**src/hw/rtl/ccp_pkg.sv**
```systemverilog
// constant pool parser package: item and result types, tag layouts, codes
// used by ccp_front, ccp_back and class_constant_pool_parser
// no dependencies
package ccp_pkg;

  typedef struct packed {
    logic [7:0] byte_value;
    logic       end_of_stream;
  } in_item_t;

  typedef struct packed {
    logic [1:0]  kind;
    logic [7:0]  tag;
    logic [2:0]  status;
    logic [15:0] first_index;
    logic [15:0] second_index;
    logic [63:0] value_bits;
    logic [15:0] text_length;
    logic [7:0]  data_byte;
    logic        last;
  } result_t;

  typedef enum logic [2:0] {
    LAY_ONE_IDX = 3'd0,
    LAY_TWO_IDX = 3'd1,
    LAY_VAL4    = 3'd2,
    LAY_VAL8    = 3'd3,
    LAY_MH      = 3'd4,
    LAY_UTF8    = 3'd5,
    LAY_BAD     = 3'd6
  } layout_t;

  typedef struct packed {
    logic [7:0] byte_value;
    logic       end_of_stream;
    layout_t    layout;
    logic       utf8_bad;
  } class_item_t;

  localparam logic [1:0] KIND_ENTRY = 2'd0;
  localparam logic [1:0] KIND_DATA  = 2'd1;
  localparam logic [1:0] KIND_ERROR = 2'd2;

  localparam logic [2:0] ST_OK        = 3'd0;
  localparam logic [2:0] ST_EARLY_END = 3'd1;
  localparam logic [2:0] ST_EARLY_UTF = 3'd2;
  localparam logic [2:0] ST_BAD_INDEX = 3'd3;
  localparam logic [2:0] ST_BAD_UTF8  = 3'd4;
  localparam logic [2:0] ST_BAD_TAG   = 3'd5;

  localparam logic [7:0] TAG_UTF8         = 8'd1;
  localparam logic [7:0] TAG_INTEGER      = 8'd3;
  localparam logic [7:0] TAG_FLOAT        = 8'd4;
  localparam logic [7:0] TAG_LONG         = 8'd5;
  localparam logic [7:0] TAG_DOUBLE       = 8'd6;
  localparam logic [7:0] TAG_CLASS        = 8'd7;
  localparam logic [7:0] TAG_STRING       = 8'd8;
  localparam logic [7:0] TAG_FIELDREF     = 8'd9;
  localparam logic [7:0] TAG_METHODREF    = 8'd10;
  localparam logic [7:0] TAG_IFACEREF     = 8'd11;
  localparam logic [7:0] TAG_NAMETYPE     = 8'd12;
  localparam logic [7:0] TAG_METHODHANDLE = 8'd15;
  localparam logic [7:0] TAG_METHODTYPE   = 8'd16;
  localparam logic [7:0] TAG_INVOKEDYN    = 8'd18;
  localparam logic [7:0] TAG_NONE         = 8'hFF;
  localparam logic [7:0] UTF8_BAD_FLOOR   = 8'hF0;

endpackage

```
**src/hw/rtl/ccp_queue.sv**
```systemverilog
// small register queue with occupancy count, push/full and pop/empty sides
// generic width and depth, no package dependency
module ccp_queue #(
  parameter int WIDTH = 8,
  parameter int DEPTH = 4
) (
  input  logic             clk,
  input  logic             rst,
  input  logic             push,
  output logic             full,
  input  logic [WIDTH-1:0] din,
  input  logic             pop,
  output logic             empty,
  output logic [WIDTH-1:0] dout
);

  localparam int PW = (DEPTH > 1) ? $clog2(DEPTH) : 1;
  localparam int CW = $clog2(DEPTH + 1);

  logic [WIDTH-1:0] mem [DEPTH];
  logic [PW-1:0]    wr_ptr;
  logic [PW-1:0]    rd_ptr;
  logic [CW-1:0]    count;
  logic             do_push;
  logic             do_pop;

  assign full    = (count == CW'(DEPTH));
  assign empty   = (count == '0);
  assign do_push = push && !full;
  assign do_pop  = pop && !empty;
  assign dout    = mem[rd_ptr];

  always_ff @(posedge clk) begin
    if (do_push) begin
      mem[wr_ptr] <= din;
    end
  end

  always_ff @(posedge clk) begin
    if (rst) begin
      wr_ptr <= '0;
      rd_ptr <= '0;
      count  <= '0;
    end else begin
      if (do_push) begin
        wr_ptr <= (wr_ptr == PW'(DEPTH - 1)) ? '0 : wr_ptr + 1'b1;
      end
      if (do_pop) begin
        rd_ptr <= (rd_ptr == PW'(DEPTH - 1)) ? '0 : rd_ptr + 1'b1;
      end
      if (do_push && !do_pop) begin
        count <= count + 1'b1;
      end else if (do_pop && !do_push) begin
        count <= count - 1'b1;
      end
    end
  end

endmodule

```
**src/hw/rtl/ccp_front.sv**
```systemverilog
// front end: classifies each incoming byte by tag layout and utf8 validity
// uses ccp_pkg types and tag constants
module ccp_front (
  input  ccp_pkg::in_item_t    item,
  output ccp_pkg::class_item_t classified
);

  ccp_pkg::layout_t layout;

  always_comb begin
    case (item.byte_value)
      ccp_pkg::TAG_CLASS, ccp_pkg::TAG_STRING, ccp_pkg::TAG_METHODTYPE: begin
        layout = ccp_pkg::LAY_ONE_IDX;
      end
      ccp_pkg::TAG_FIELDREF, ccp_pkg::TAG_METHODREF, ccp_pkg::TAG_IFACEREF,
      ccp_pkg::TAG_NAMETYPE, ccp_pkg::TAG_INVOKEDYN: begin
        layout = ccp_pkg::LAY_TWO_IDX;
      end
      ccp_pkg::TAG_INTEGER, ccp_pkg::TAG_FLOAT: begin
        layout = ccp_pkg::LAY_VAL4;
      end
      ccp_pkg::TAG_LONG, ccp_pkg::TAG_DOUBLE: begin
        layout = ccp_pkg::LAY_VAL8;
      end
      ccp_pkg::TAG_METHODHANDLE: begin
        layout = ccp_pkg::LAY_MH;
      end
      ccp_pkg::TAG_UTF8: begin
        layout = ccp_pkg::LAY_UTF8;
      end
      default: begin
        layout = ccp_pkg::LAY_BAD;
      end
    endcase
  end

  always_comb begin
    classified.byte_value    = item.byte_value;
    classified.end_of_stream = item.end_of_stream;
    classified.layout        = layout;
    classified.utf8_bad      = (item.byte_value == 8'd0) ||
                               (item.byte_value >= ccp_pkg::UTF8_BAD_FLOOR);
  end

endmodule

```
**src/hw/rtl/ccp_back.sv**
```systemverilog
// back end: entry parser state machine, field assembly and result building
// uses ccp_pkg types and codes; takes classified items, emits results
module ccp_back (
  input  logic                 clk,
  input  logic                 rst,
  input  logic [15:0]          pool_count,
  input  logic                 item_empty,
  input  ccp_pkg::class_item_t item,
  output logic                 item_pop,
  input  logic                 res_full,
  output logic                 res_push,
  output ccp_pkg::result_t     res
);

  typedef enum logic [6:0] {
    PH_TAG   = 7'b0000001,
    PH_IDX1  = 7'b0000010,
    PH_IDX2  = 7'b0000100,
    PH_VALUE = 7'b0001000,
    PH_ULEN  = 7'b0010000,
    PH_UDATA = 7'b0100000,
    PH_HALT  = 7'b1000000
  } phase_t;

  phase_t      phase;
  phase_t      phase_next;
  logic [7:0]  current_tag;
  logic [7:0]  current_tag_next;
  logic [15:0] bytes_left;
  logic [15:0] bytes_left_next;
  logic [63:0] acc;
  logic [63:0] acc_next;
  logic [15:0] held_first;
  logic [15:0] held_first_next;
  logic [15:0] held_length;
  logic [15:0] held_length_next;
  logic        one_idx;
  logic        one_idx_next;

  logic        go;
  logic [63:0] shifted;
  logic [15:0] idx;
  logic        idx_ok;
  logic        field_done;

  assign go         = !item_empty && !res_full;
  assign item_pop   = go;
  assign shifted    = {acc[55:0], item.byte_value};
  assign idx        = shifted[15:0];
  assign idx_ok     = (idx != 16'd0) && (idx < pool_count);
  assign field_done = (bytes_left <= 16'd1);

  always_comb begin
    phase_next       = phase;
    current_tag_next = current_tag;
    bytes_left_next  = bytes_left;
    acc_next         = acc;
    held_first_next  = held_first;
    held_length_next = held_length;
    one_idx_next     = one_idx;
    res_push         = 1'b0;
    res              = '0;
    res.tag          = current_tag;
    if (go && phase != PH_HALT) begin
      if (item.end_of_stream) begin
        res_push   = 1'b1;
        res.kind   = ccp_pkg::KIND_ERROR;
        res.status = ccp_pkg::ST_EARLY_END;
        phase_next = PH_HALT;
        if (phase == PH_TAG) begin
          res.tag = ccp_pkg::TAG_NONE;
        end else if (phase == PH_UDATA) begin
          res.status      = ccp_pkg::ST_EARLY_UTF;
          res.text_length = held_length;
        end
      end else begin
        case (phase)
          PH_TAG: begin
            current_tag_next = item.byte_value;
            acc_next         = '0;
            one_idx_next     = 1'b0;
            case (item.layout)
              ccp_pkg::LAY_ONE_IDX: begin
                phase_next      = PH_IDX1;
                bytes_left_next = 16'd2;
                one_idx_next    = 1'b1;
              end
              ccp_pkg::LAY_TWO_IDX: begin
                phase_next      = PH_IDX1;
                bytes_left_next = 16'd2;
              end
              ccp_pkg::LAY_VAL4: begin
                phase_next      = PH_VALUE;
                bytes_left_next = 16'd4;
              end
              ccp_pkg::LAY_VAL8: begin
                phase_next      = PH_VALUE;
                bytes_left_next = 16'd8;
              end
              ccp_pkg::LAY_MH: begin
                phase_next      = PH_VALUE;
                bytes_left_next = 16'd3;
              end
              ccp_pkg::LAY_UTF8: begin
                phase_next      = PH_ULEN;
                bytes_left_next = 16'd2;
              end
              default: begin
                res_push   = 1'b1;
                res.kind   = ccp_pkg::KIND_ERROR;
                res.status = ccp_pkg::ST_BAD_TAG;
                res.tag    = item.byte_value;
                phase_next = PH_HALT;
              end
            endcase
          end
          PH_IDX1: begin
            acc_next        = shifted;
            bytes_left_next = bytes_left - 16'd1;
            if (field_done) begin
              if (!idx_ok) begin
                res_push        = 1'b1;
                res.kind        = ccp_pkg::KIND_ERROR;
                res.status      = ccp_pkg::ST_BAD_INDEX;
                res.first_index = idx;
                phase_next      = PH_HALT;
              end else if (one_idx) begin
                res_push        = 1'b1;
                res.kind        = ccp_pkg::KIND_ENTRY;
                res.status      = ccp_pkg::ST_OK;
                res.first_index = idx;
                phase_next      = PH_TAG;
              end else begin
                held_first_next = idx;
                acc_next        = '0;
                bytes_left_next = 16'd2;
                phase_next      = PH_IDX2;
              end
            end
          end
          PH_IDX2: begin
            acc_next        = shifted;
            bytes_left_next = bytes_left - 16'd1;
            if (field_done) begin
              res_push         = 1'b1;
              res.first_index  = held_first;
              res.second_index = idx;
              if (!idx_ok) begin
                res.kind   = ccp_pkg::KIND_ERROR;
                res.status = ccp_pkg::ST_BAD_INDEX;
                phase_next = PH_HALT;
              end else begin
                res.kind   = ccp_pkg::KIND_ENTRY;
                res.status = ccp_pkg::ST_OK;
                phase_next = PH_TAG;
              end
            end
          end
          PH_VALUE: begin
            acc_next        = shifted;
            bytes_left_next = bytes_left - 16'd1;
            if (field_done) begin
              res_push       = 1'b1;
              res.kind       = ccp_pkg::KIND_ENTRY;
              res.status     = ccp_pkg::ST_OK;
              res.value_bits = shifted;
              phase_next     = PH_TAG;
            end
          end
          PH_ULEN: begin
            acc_next        = shifted;
            bytes_left_next = bytes_left - 16'd1;
            if (field_done) begin
              held_length_next = idx;
              if (idx == 16'd0) begin
                res_push   = 1'b1;
                res.kind   = ccp_pkg::KIND_ENTRY;
                res.status = ccp_pkg::ST_OK;
                phase_next = PH_TAG;
              end else begin
                bytes_left_next = idx;
                phase_next      = PH_UDATA;
              end
            end
          end
          PH_UDATA: begin
            res_push        = 1'b1;
            res.text_length = held_length;
            res.data_byte   = item.byte_value;
            if (item.utf8_bad) begin
              res.kind   = ccp_pkg::KIND_ERROR;
              res.status = ccp_pkg::ST_BAD_UTF8;
              phase_next = PH_HALT;
            end else begin
              res.kind   = ccp_pkg::KIND_DATA;
              res.status = ccp_pkg::ST_OK;
              res.last   = field_done;
              if (bytes_left != 16'd0) begin
                bytes_left_next = bytes_left - 16'd1;
              end
              if (field_done) begin
                phase_next = PH_TAG;
              end
            end
          end
          default: begin
            phase_next = phase;
          end
        endcase
      end
    end
  end

  always_ff @(posedge clk) begin
    if (rst) begin
      phase       <= PH_TAG;
      current_tag <= '0;
      bytes_left  <= '0;
      acc         <= '0;
      held_first  <= '0;
      held_length <= '0;
      one_idx     <= 1'b0;
    end else begin
      phase       <= phase_next;
      current_tag <= current_tag_next;
      bytes_left  <= bytes_left_next;
      acc         <= acc_next;
      held_first  <= held_first_next;
      held_length <= held_length_next;
      one_idx     <= one_idx_next;
    end
  end

endmodule

```
**src/hw/rtl/class_constant_pool_parser.sv**
```systemverilog
// class file constant pool parser, top level
// uses ccp_pkg, ccp_front, ccp_queue and ccp_back
// Bytes of the constant pool enter through a push/full queue port, one per
// cycle while full is low, with end_of_stream marking the end. The front end
// classifies each item and queues it; the back end parser takes one queued
// item per clock while the output queue is not full, so the block sustains
// one byte per cycle while results are popped. Each byte yields at most one
// result, registered in the output queue; the first error is reported and
// all later items are dropped until reset. The user must write pool_count
// through cfg_write/cfg_data while the block is idle; it is not enforced.
module class_constant_pool_parser #(
  parameter int MID_DEPTH = 4,
  parameter int OUT_DEPTH = 2
) (
  input  logic              clk,
  input  logic              rst,
  input  logic              push,
  output logic              full,
  input  ccp_pkg::in_item_t byte_item,
  input  logic              pop,
  output logic              empty,
  output ccp_pkg::result_t  result,
  input  logic              cfg_write,
  input  logic [15:0]       cfg_data
);

  logic [15:0]          pool_count;
  ccp_pkg::class_item_t classified;
  ccp_pkg::class_item_t mid_item;
  logic                 mid_empty;
  logic                 mid_pop;
  logic                 res_full;
  logic                 res_push;
  ccp_pkg::result_t     res;

  always_ff @(posedge clk) begin
    if (rst) begin
      pool_count <= '0;
    end else if (cfg_write) begin
      pool_count <= cfg_data;
    end
  end

  ccp_front u_front (
    .item       (byte_item),
    .classified (classified)
  );

  ccp_queue #(
    .WIDTH ($bits(ccp_pkg::class_item_t)),
    .DEPTH (MID_DEPTH)
  ) u_mid_queue (
    .clk   (clk),
    .rst   (rst),
    .push  (push),
    .full  (full),
    .din   (classified),
    .pop   (mid_pop),
    .empty (mid_empty),
    .dout  (mid_item)
  );

  ccp_back u_back (
    .clk        (clk),
    .rst        (rst),
    .pool_count (pool_count),
    .item_empty (mid_empty),
    .item       (mid_item),
    .item_pop   (mid_pop),
    .res_full   (res_full),
    .res_push   (res_push),
    .res        (res)
  );

  ccp_queue #(
    .WIDTH ($bits(ccp_pkg::result_t)),
    .DEPTH (OUT_DEPTH)
  ) u_out_queue (
    .clk   (clk),
    .rst   (rst),
    .push  (res_push),
    .full  (res_full),
    .din   (res),
    .pop   (pop),
    .empty (empty),
    .dout  (result)
  );

endmodule

```
**config.mk**
```make
export PLATFORM = sky130hd
export DESIGN_NAME = class_constant_pool_parser
export DESIGN_NICKNAME = d
export VERILOG_FILES = /design/src/hw/rtl/ccp_pkg.sv /design/src/hw/rtl/ccp_queue.sv /design/src/hw/rtl/ccp_front.sv /design/src/hw/rtl/ccp_back.sv /design/src/hw/rtl/class_constant_pool_parser.sv
export SDC_FILE = /design/constraint.sdc
export NUM_CORES = 1
export LEC_CHECK = 0
export BUFFER_PORTS_ARGS = -buffer_cell sky130_fd_sc_hd__buf_2
export CAP_MARGIN = 20
export CORE_ASPECT_RATIO = 1.2
export CORE_MARGIN = 2
export CORE_UTILIZATION = 35
export DETAILED_ROUTE_END_ITERATION = 8
export SETUP_SLACK_MARGIN = 0.1
export SLEW_MARGIN = 20
export SYNTH_ARGS = -nofsm -noshare
export SYNTH_HDL_FRONTEND = slang
export SYNTH_SLANG_ARGS = --single-unit
```
**constraint.sdc**
```tcl
create_clock -name clk -period 12.2 [get_ports clk]
set_input_delay 2.44 -clock clk [delete_from_list [all_inputs] [get_ports clk]]
set_output_delay 2.44 -clock clk [all_outputs]
set_load 0.02 [all_outputs]
```
==> results of run 1 <==
report_power, final:
part | switching [mW] | internal (mW)
clock | 0.615 | 0.858
sequential | 0.167 | 2.19
combinational | 1.63 | 0.762
synthesized netlist by cell type, types with 3 or more instances:
library cell / count
a2111oi_0: 3
a211oi_1: 8
a21oi_1: 111
a22o_1: 8
a31oi_1: 6
a32o_1: 9
a32oi_1: 4
and2_1: 89
and3_1: 10
buf_1: 5
buf_2: 17
buf_6: 3
clkbuf_1: 70
dfxtp_1: 150
edfxtp_1: 320
ha_1: 29
inv_1: 34
mux2_2: 135
mux2i_1: 43
mux4_2: 12
nand2_1: 193
nand2b_1: 8
nand3_1: 19
nand4_1: 4
nor2_1: 102
nor2b_1: 3
nor3_1: 38
nor3b_1: 3
nor4_1: 5
nor4_2: 4
o211ai_1: 6
o21ai_0: 14
o21ai_1: 8
o22a_1: 8
o31ai_1: 4
o32ai_1: 3
or3_1: 7
or4_1: 5
xnor2_1: 3
xor2_1: 12
per-stage QoR:
step                util [%]  worst slack, ps
floorplan                  -             3040
global placement        38.1             6540
detailed placement      38.1             6420
CTS                     40.9             6430
global route            41.0             6090
finish                  41.0             6460
worst max-delay path, cell delays in order (launching register included):
cell and delay [ps]:
dfxtp_1 810, mux4_2 600, ha_1 360, nand2_1 60, nor4_1 300, o211ai_1 160, nand4_2 210, nor2_2 100
a311oi_2 490, nor2b_4 610, buf_4 870, buf_4 680
sequential cells by signal (all words and copies together) (netlist names), 3 cells and up, named ones only:
name                flops
u_out_queue.mem       268
u_back.acc             56
u_mid_queue.mem        52
pool_count             16
u_back.bytes_left      16
u_back.held_first      16
u_back.held_length     16
u_back.current_tag      8
u_back.phase            7
u_mid_queue.count       3
metal layers:
metal,vias to the layer above,global-route usage [%]
met1,6216,20.2
li1,5937,-
met2,352,29.5
met5,-,0
met4,0,6.29
met3,91,2.83
kinds of logic (layout without fill, tap and decap cells):
kind of cell               after synthesis  in the layout  synth area share (%)
AOI/OAI and AO/OA                      216            216                  6.96
buffers and inverters                  130            308                  2.71
adders and majority gates               30             30                  1.94
and+or+nand+nor                        508            508                  12.6
xor gates and xnor gates                15             15                 0.665
DFF                                    470            470                  63.8
muxes                                  191            191                  11.3
layout make-up:
type,count,area (um^2)
multi-input cells,960,6640
repair buffers,186,1010
fillers,5278,33000
clock inverters,31,353
well taps,727,910
clock buffers,57,1230
flip-flops and latches,470,12600
inverters,34,128
worst min-delay path by stage:
stage | cells after the start | slack [ps] | endpoint
final | 2 | 450 | u_back.held_length[3]$_SDFFE_PP0P_
after global routing | 2 | 470 | u_back.held_length[11]$_SDFFE_PP0P_
after global placement | 2 | 440 | u_back.held_length[11]$_SDFFE_PP0P_
after detailed placement | 2 | 440 | u_back.held_length[10]$_SDFFE_PP0P_
after CTS | 2 | 450 | u_back.held_length[4]$_SDFFE_PP0P_
after floorplan | 2 | 430 | u_back.held_length[1]$_SDFFE_PP0P_
cell usage in the layout, fill, tap and decap left out, types with 7 or more instances in the layout:
cell type,count
nand3_1,19
o21ai_0,14
ha_1,29
mux2i_1,43
nand2_1,192
a21oi_1,111
a22o_1,8
xor2_1,12
nor3_1,37
clkinv_1,8
mux2_2,135
buf_4,19
and3_1,10
mux4_2,12
a211oi_1,8
o22a_1,8
nand2b_1,7
and2_1,87
a32o_1,9
o21ai_1,8
clkbuf_1,9
dfxtp_1,149
edfxtp_1,320
clkbuf_16,48
clkinv_2,8
buf_2,165
inv_1,34
or3_1,7
nor2_1,100
==> reports/summary.txt, run 1 <==
Metal-1 WL: 20.2 mm
met3 wire len: 2.33 mm
Crit Path Class: reg2reg
synth unique cells: 79
# resized after CTS: 0
unrepaired setup endpoints after global routing: false
Non-Filler Cell Area, Final: 22900 um^2
Clock Sink Count: 470
hold slack: 448 ps
P&R area growth vs syn: 15.9%
worst-case reg-to-reg path depth: 11
reg-to-reg slack, setup: 6460 ps
Max-Cap Viols: 0
DP Area: 21300 um^2
DR WL/cell: 20.0 um
status: completed
Post-Synthesis Cell Area: 19800 um^2
final setup vio count: 0
remaining global-route overflow: 0
crit path to: u_out_queue.mem[0][0]$_DFFE_PP_
Hold Path Class: reg2reg
WP data required: 12410 ps
ranking of synthesized cells by area: edfxtp_1, dfxtp_1, mux2_2
clk_lat worst skew: 600 ps
die area: 58400 um^2
Tcrit/Tclk final: 47.0%
clk slew on worst S/H paths: 60 ps
# rows: 95
number of synthesized register bits: 470
Synth async-reset ratio: 0%
NumNets Final: 1759
CTS H-Tree Depth: 2
Data arrival, critical path: 5950 ps
detailed placer's ending HPWL: 33.1 mm
first-pass GRT wire length: 76.1 mm
Placer Congestion: 0.915
area share of the largest cell type after synthesis: 48.6%
Cells after Synth: 1560
Routed Antenna Nets: 0
syn_area_per_cell: 12.7 um^2
min Tclk post-route: 5740 ps
normalized max-slew margin: 30.6%
Slew Limit Fails: 0
Synth Warn #: 0
CTS tree: yes
Worst Hold Launch: u_back.held_length[3]$_SDFFE_PP0P_
vias: 12596
DRC viols: 0
CTS Hold Bufs: 0
Worst-Margin Slew: 1040 ps
EDFF count, synth: 320
antenna cell count: 0
Initial Util: 35.4%
Fin. Hold Viols: 0
final WL: 49.3 mm
I/O pins: 166
Starting DRT DRC Count: 869
Die Height: 264 um
routed wl met2: 25.0 mm
GRT Total Usage: 16.6%
sequential fraction of the synthesis area: 63.8%
CP Capture Type: flip-flop
chip width: 221 um
initial antenna violation count: 0
CTS Buf Count: 47
placed insts: 2376
layout cell share with drive strength beyond 1: 25.0%
FMAX: 174 MHz
crit path launch type: flip-flop
RR Endpoint: u_out_queue.mem[0][0]$_DFFE_PP_
Leak: 7.99 nW
crit-path max FO: 70
core area: 55900 um^2
Primary FF master, synth: edfxtp_1
number of global-route vias before repair: 12904
drt pass-1 iters: 5
Peak supply drop: 0.152 mV
uppermost layer routed: met4
Setup TNS: 0 ps
clk_skew: 28.8 ps
Non-Filler Instances: 2465
largest net degree at the start of global routing: 77
post-synth top area cell: edfxtp_1
via/cell ratio: 5.11
cell area power density: 272 nW/um^2
Longest Clk Path Bufs: 3
Power Total: 6.22 mW
Setup Fix Bufs, Post-CTS: 0
Root Driver: clkbuf_16
Port Buffer Count: 165
Post-Syn Nets: 1620
(Power assumes the default switching activity.)
==> run 2: changes to the inputs <==
==> constraint.sdc (replaced) <==
create_clock -name clk -period 5.9 [get_ports clk]
set_input_delay 1.18 -clock clk [delete_from_list [all_inputs] [get_ports clk]]
set_output_delay 1.18 -clock clk [all_outputs]
set_load 0.02 [all_outputs]
==> run 2 against run 1 <==
Net effect: global-route usage barely moved; die area unchanged; sequential share of layout area down 0.15 points; total power grew 110%; clock-buffer cell count grew 6; via count up 0.22%; cell count grew 0.12%; clock skew fell by 10 ps; sequential cell count unchanged; non-clock buffer count is 5 higher; largest power group unchanged; highest routed layer unchanged.
==> reports/summary.txt, run 2 (same netlist as run 1, synthesis figures left out) <==
Starting DRT DRC Count: 881 (+1.4%)
cell area power density: 560 nW/um^2 (+110%)
Hold Path Class: reg2reg
layout cell share with drive strength beyond 1: 25.4% (+0.42 points)
CTS Buf Count: 46 (-2.1%)
initial antenna violation count: 1 (+1)
drt pass-1 iters: 5 (unchanged)
Root Driver: clkbuf_16
Routed Antenna Nets: 0 (unchanged)
Worst Hold Launch: u_back.held_length[4]$_SDFFE_PP0P_
placed insts: 2381 (+0.21%)
Largest Register: u_out_queue.mem
# resized after CTS: 0 (unchanged)
CP Capture Type: flip-flop
I/O pins: 166 (unchanged)
CTS H-Tree Depth: 2 (unchanged)
number of global-route vias before repair: 12452 (-3.5%)
final setup vio count: 0 (unchanged)
DP Area: 21300 um^2 (+0.32%)
status: completed
hold slack: 445 ps (-2.93 ps)
Port Buffer Count: 165 (unchanged)
Largest stage delay, worst path: 670 ps (-200 ps)
DRC viols: 0 (unchanged)
GRT Total Usage: 16.6% (-0.046 points)
crit-path max FO: 57 (-19%)
worst-case reg-to-reg path depth: 11 (unchanged)
Die Height: 264 um (unchanged)
Largest delay share family, worst path: buffers and inverters
Worst Path Buf+Inv: 2 (unchanged)
Data arrival, critical path: 4780 ps (-1170 ps)
final WL: 49.6 mm (+0.51%)
Max-Cap Viols: 0 (unchanged)
Setup TNS: 0 ps (unchanged)
Power Total: 12.8 mW (+110%)
Fillers: 5282 (+0.076%)
# rows: 95 (unchanged)
Longest Clk Path Bufs: 3 (unchanged)
DR WL/cell: 20.1 um (+0.39%)
commonest non-fill, non-tap cells in the layout: edfxtp_1, nand2_1, buf_2, dfxtp_1, mux2_2
Non-Filler Cell Area, Final: 23000 um^2 (+0.27%)
Slew Limit Fails: 0 (unchanged)
WP data required: 6100 ps (-6310 ps)
hold path endpoint: u_back.held_length[4]$_SDFFE_PP0P_
Clock Sink Count: 470 (unchanged)
WHS Path Cells: 2 (unchanged)
Initial Util: 35.4% (unchanged)
vias: 12624 (+0.22%)
Final Util: 41.1% (+0.11 points)
normalized max-slew margin: 33.8% (+3.2 points)
commonest non-fill, non-tap cell in the layout: edfxtp_1
core area: 55900 um^2 (unchanged)
Peak supply drop: 0.290 mV (+91%)
clk_skew: 18.8 ps (-10.0 ps)
Fin. Hold Viols: 0 (unchanged)
unrepaired setup endpoints after global routing: false
Setup Fix Bufs, Post-CTS: 0 (unchanged)
CTS tree: yes
Critical-path top delay cell: dfxtp_1
via/cell ratio: 5.12 (+0.10%)
pre-CTS WS: 1250 ps (-5170 ps)
Largest register FFs: 268 (unchanged)
crit path launch type: flip-flop
Crit Path Class: reg2reg
antenna cell count: 0 (unchanged)
Top Registers: u_out_queue.mem x268, u_back.acc x56, u_mid_queue.mem x52
Worst-Margin Slew: 986 ps (-55.2 ps)
die area: 58400 um^2 (unchanged)
Tcrit/Tclk final: 77.6% (+31 points)
remaining global-route overflow: 0 (unchanged)
FMAX: 218 MHz (+25%)
chip width: 221 um (unchanged)
CTS Hold Bufs: 0 (unchanged)
RR Endpoint: u_out_queue.mem[0][130]$_DFFE_PP_
crit-path cells: buf_4 -> mux4_2 -> ha_1 -> o211ai_1 -> a31oi_1 -> o211ai_1 -> nand4_2 -> nor2_2 -> a311oi_2 -> nor2b_4 -> buf_4
NumNets Final: 1763 (+0.23%)
detailed placer's ending HPWL: 33.4 mm (+0.81%)
reg-to-reg slack, setup: 1320 ps (-5140 ps)
Non-Filler Instances: 2468 (+0.12%)
largest net degree at the start of global routing: 71 (-7.8%)
clk slew on worst S/H paths: 60 ps (about the same)
min Tclk post-route: 4580 ps (-1160 ps)
Leak: 8.02 nW (+0.42%)
final setup margin: 1320 ps (-5140 ps)
clk_lat worst skew: 590 ps (about the same)
P&R area growth vs syn: 16.2%
first-pass GRT wire length: 75.3 mm (-1.1%)
Placer Congestion: 0.894 (-2.3%)
run 2: changes by cell type in the layout (fill, tap and decap cells not counted), moves of 2 or more:
cell	before	now
clkbuf_8	0	5
bufinv_16	6	4
clkinv_1	8	3
clkinv_4	2	0
buf_12	0	3
buf_4	19	22
run 2: worst max-delay path by stage:
stage                                   endpoint  slack, ps  depth (start not counted)
2_1_floorplan    u_out_queue.mem[0][0]$_DFFE_PP_        810                         12
3_3_place_gp   u_out_queue.mem[1][129]$_DFFE_PP_       1400                         11
3_5_place_dp   u_out_queue.mem[1][129]$_DFFE_PP_       1250                         11
4_1_cts        u_out_queue.mem[1][127]$_DFFE_PP_       1240                         11
5_1_grt         u_out_queue.mem[0][24]$_DFFE_PP_       1010                         11
6_report       u_out_queue.mem[0][130]$_DFFE_PP_       1320                         11
run 2: report_power, final:
part	switching [mW]	total, mW	internal [mW]
clock	1.27	3.03	1.77
combinational	3.38	4.98	1.59
sequential	0.321	4.84	4.52
total	4.97	12.8	7.87
run 2: worst min-delay path, delay by kind of cell, from the launching register on:
kind | cells | cell delay, ps
DFF | 1 | 300
and+or+nand+nor | 1 | 50
AOI/OAI and AO/OA | 1 | 50
run 2: routing by layer:
layer  vias to the layer above  routed length (um)  track usage, %  share of wire (%)
met3                        99                2140            2.64                4.3
met2                       328               24800            28.6                 50
met1                      6250               20700            20.7                 42
met5                         -                   0               0                  0
met4                         0                1910            6.71                3.8
li1                       5947                   -               -                  -
run 2: layout make-up:
type                       instances  area (um^2)  share of cell area [%]
sequential                       470        12600                    55.0
multi-input combinational        960         6640                    28.9
clock buffer                      63         1330                    5.79
timing repair buffer             191         1080                    4.70
tap                              727          910                    3.96
clock inverter                    23          251                    1.10
inverter                          34          128                   0.556
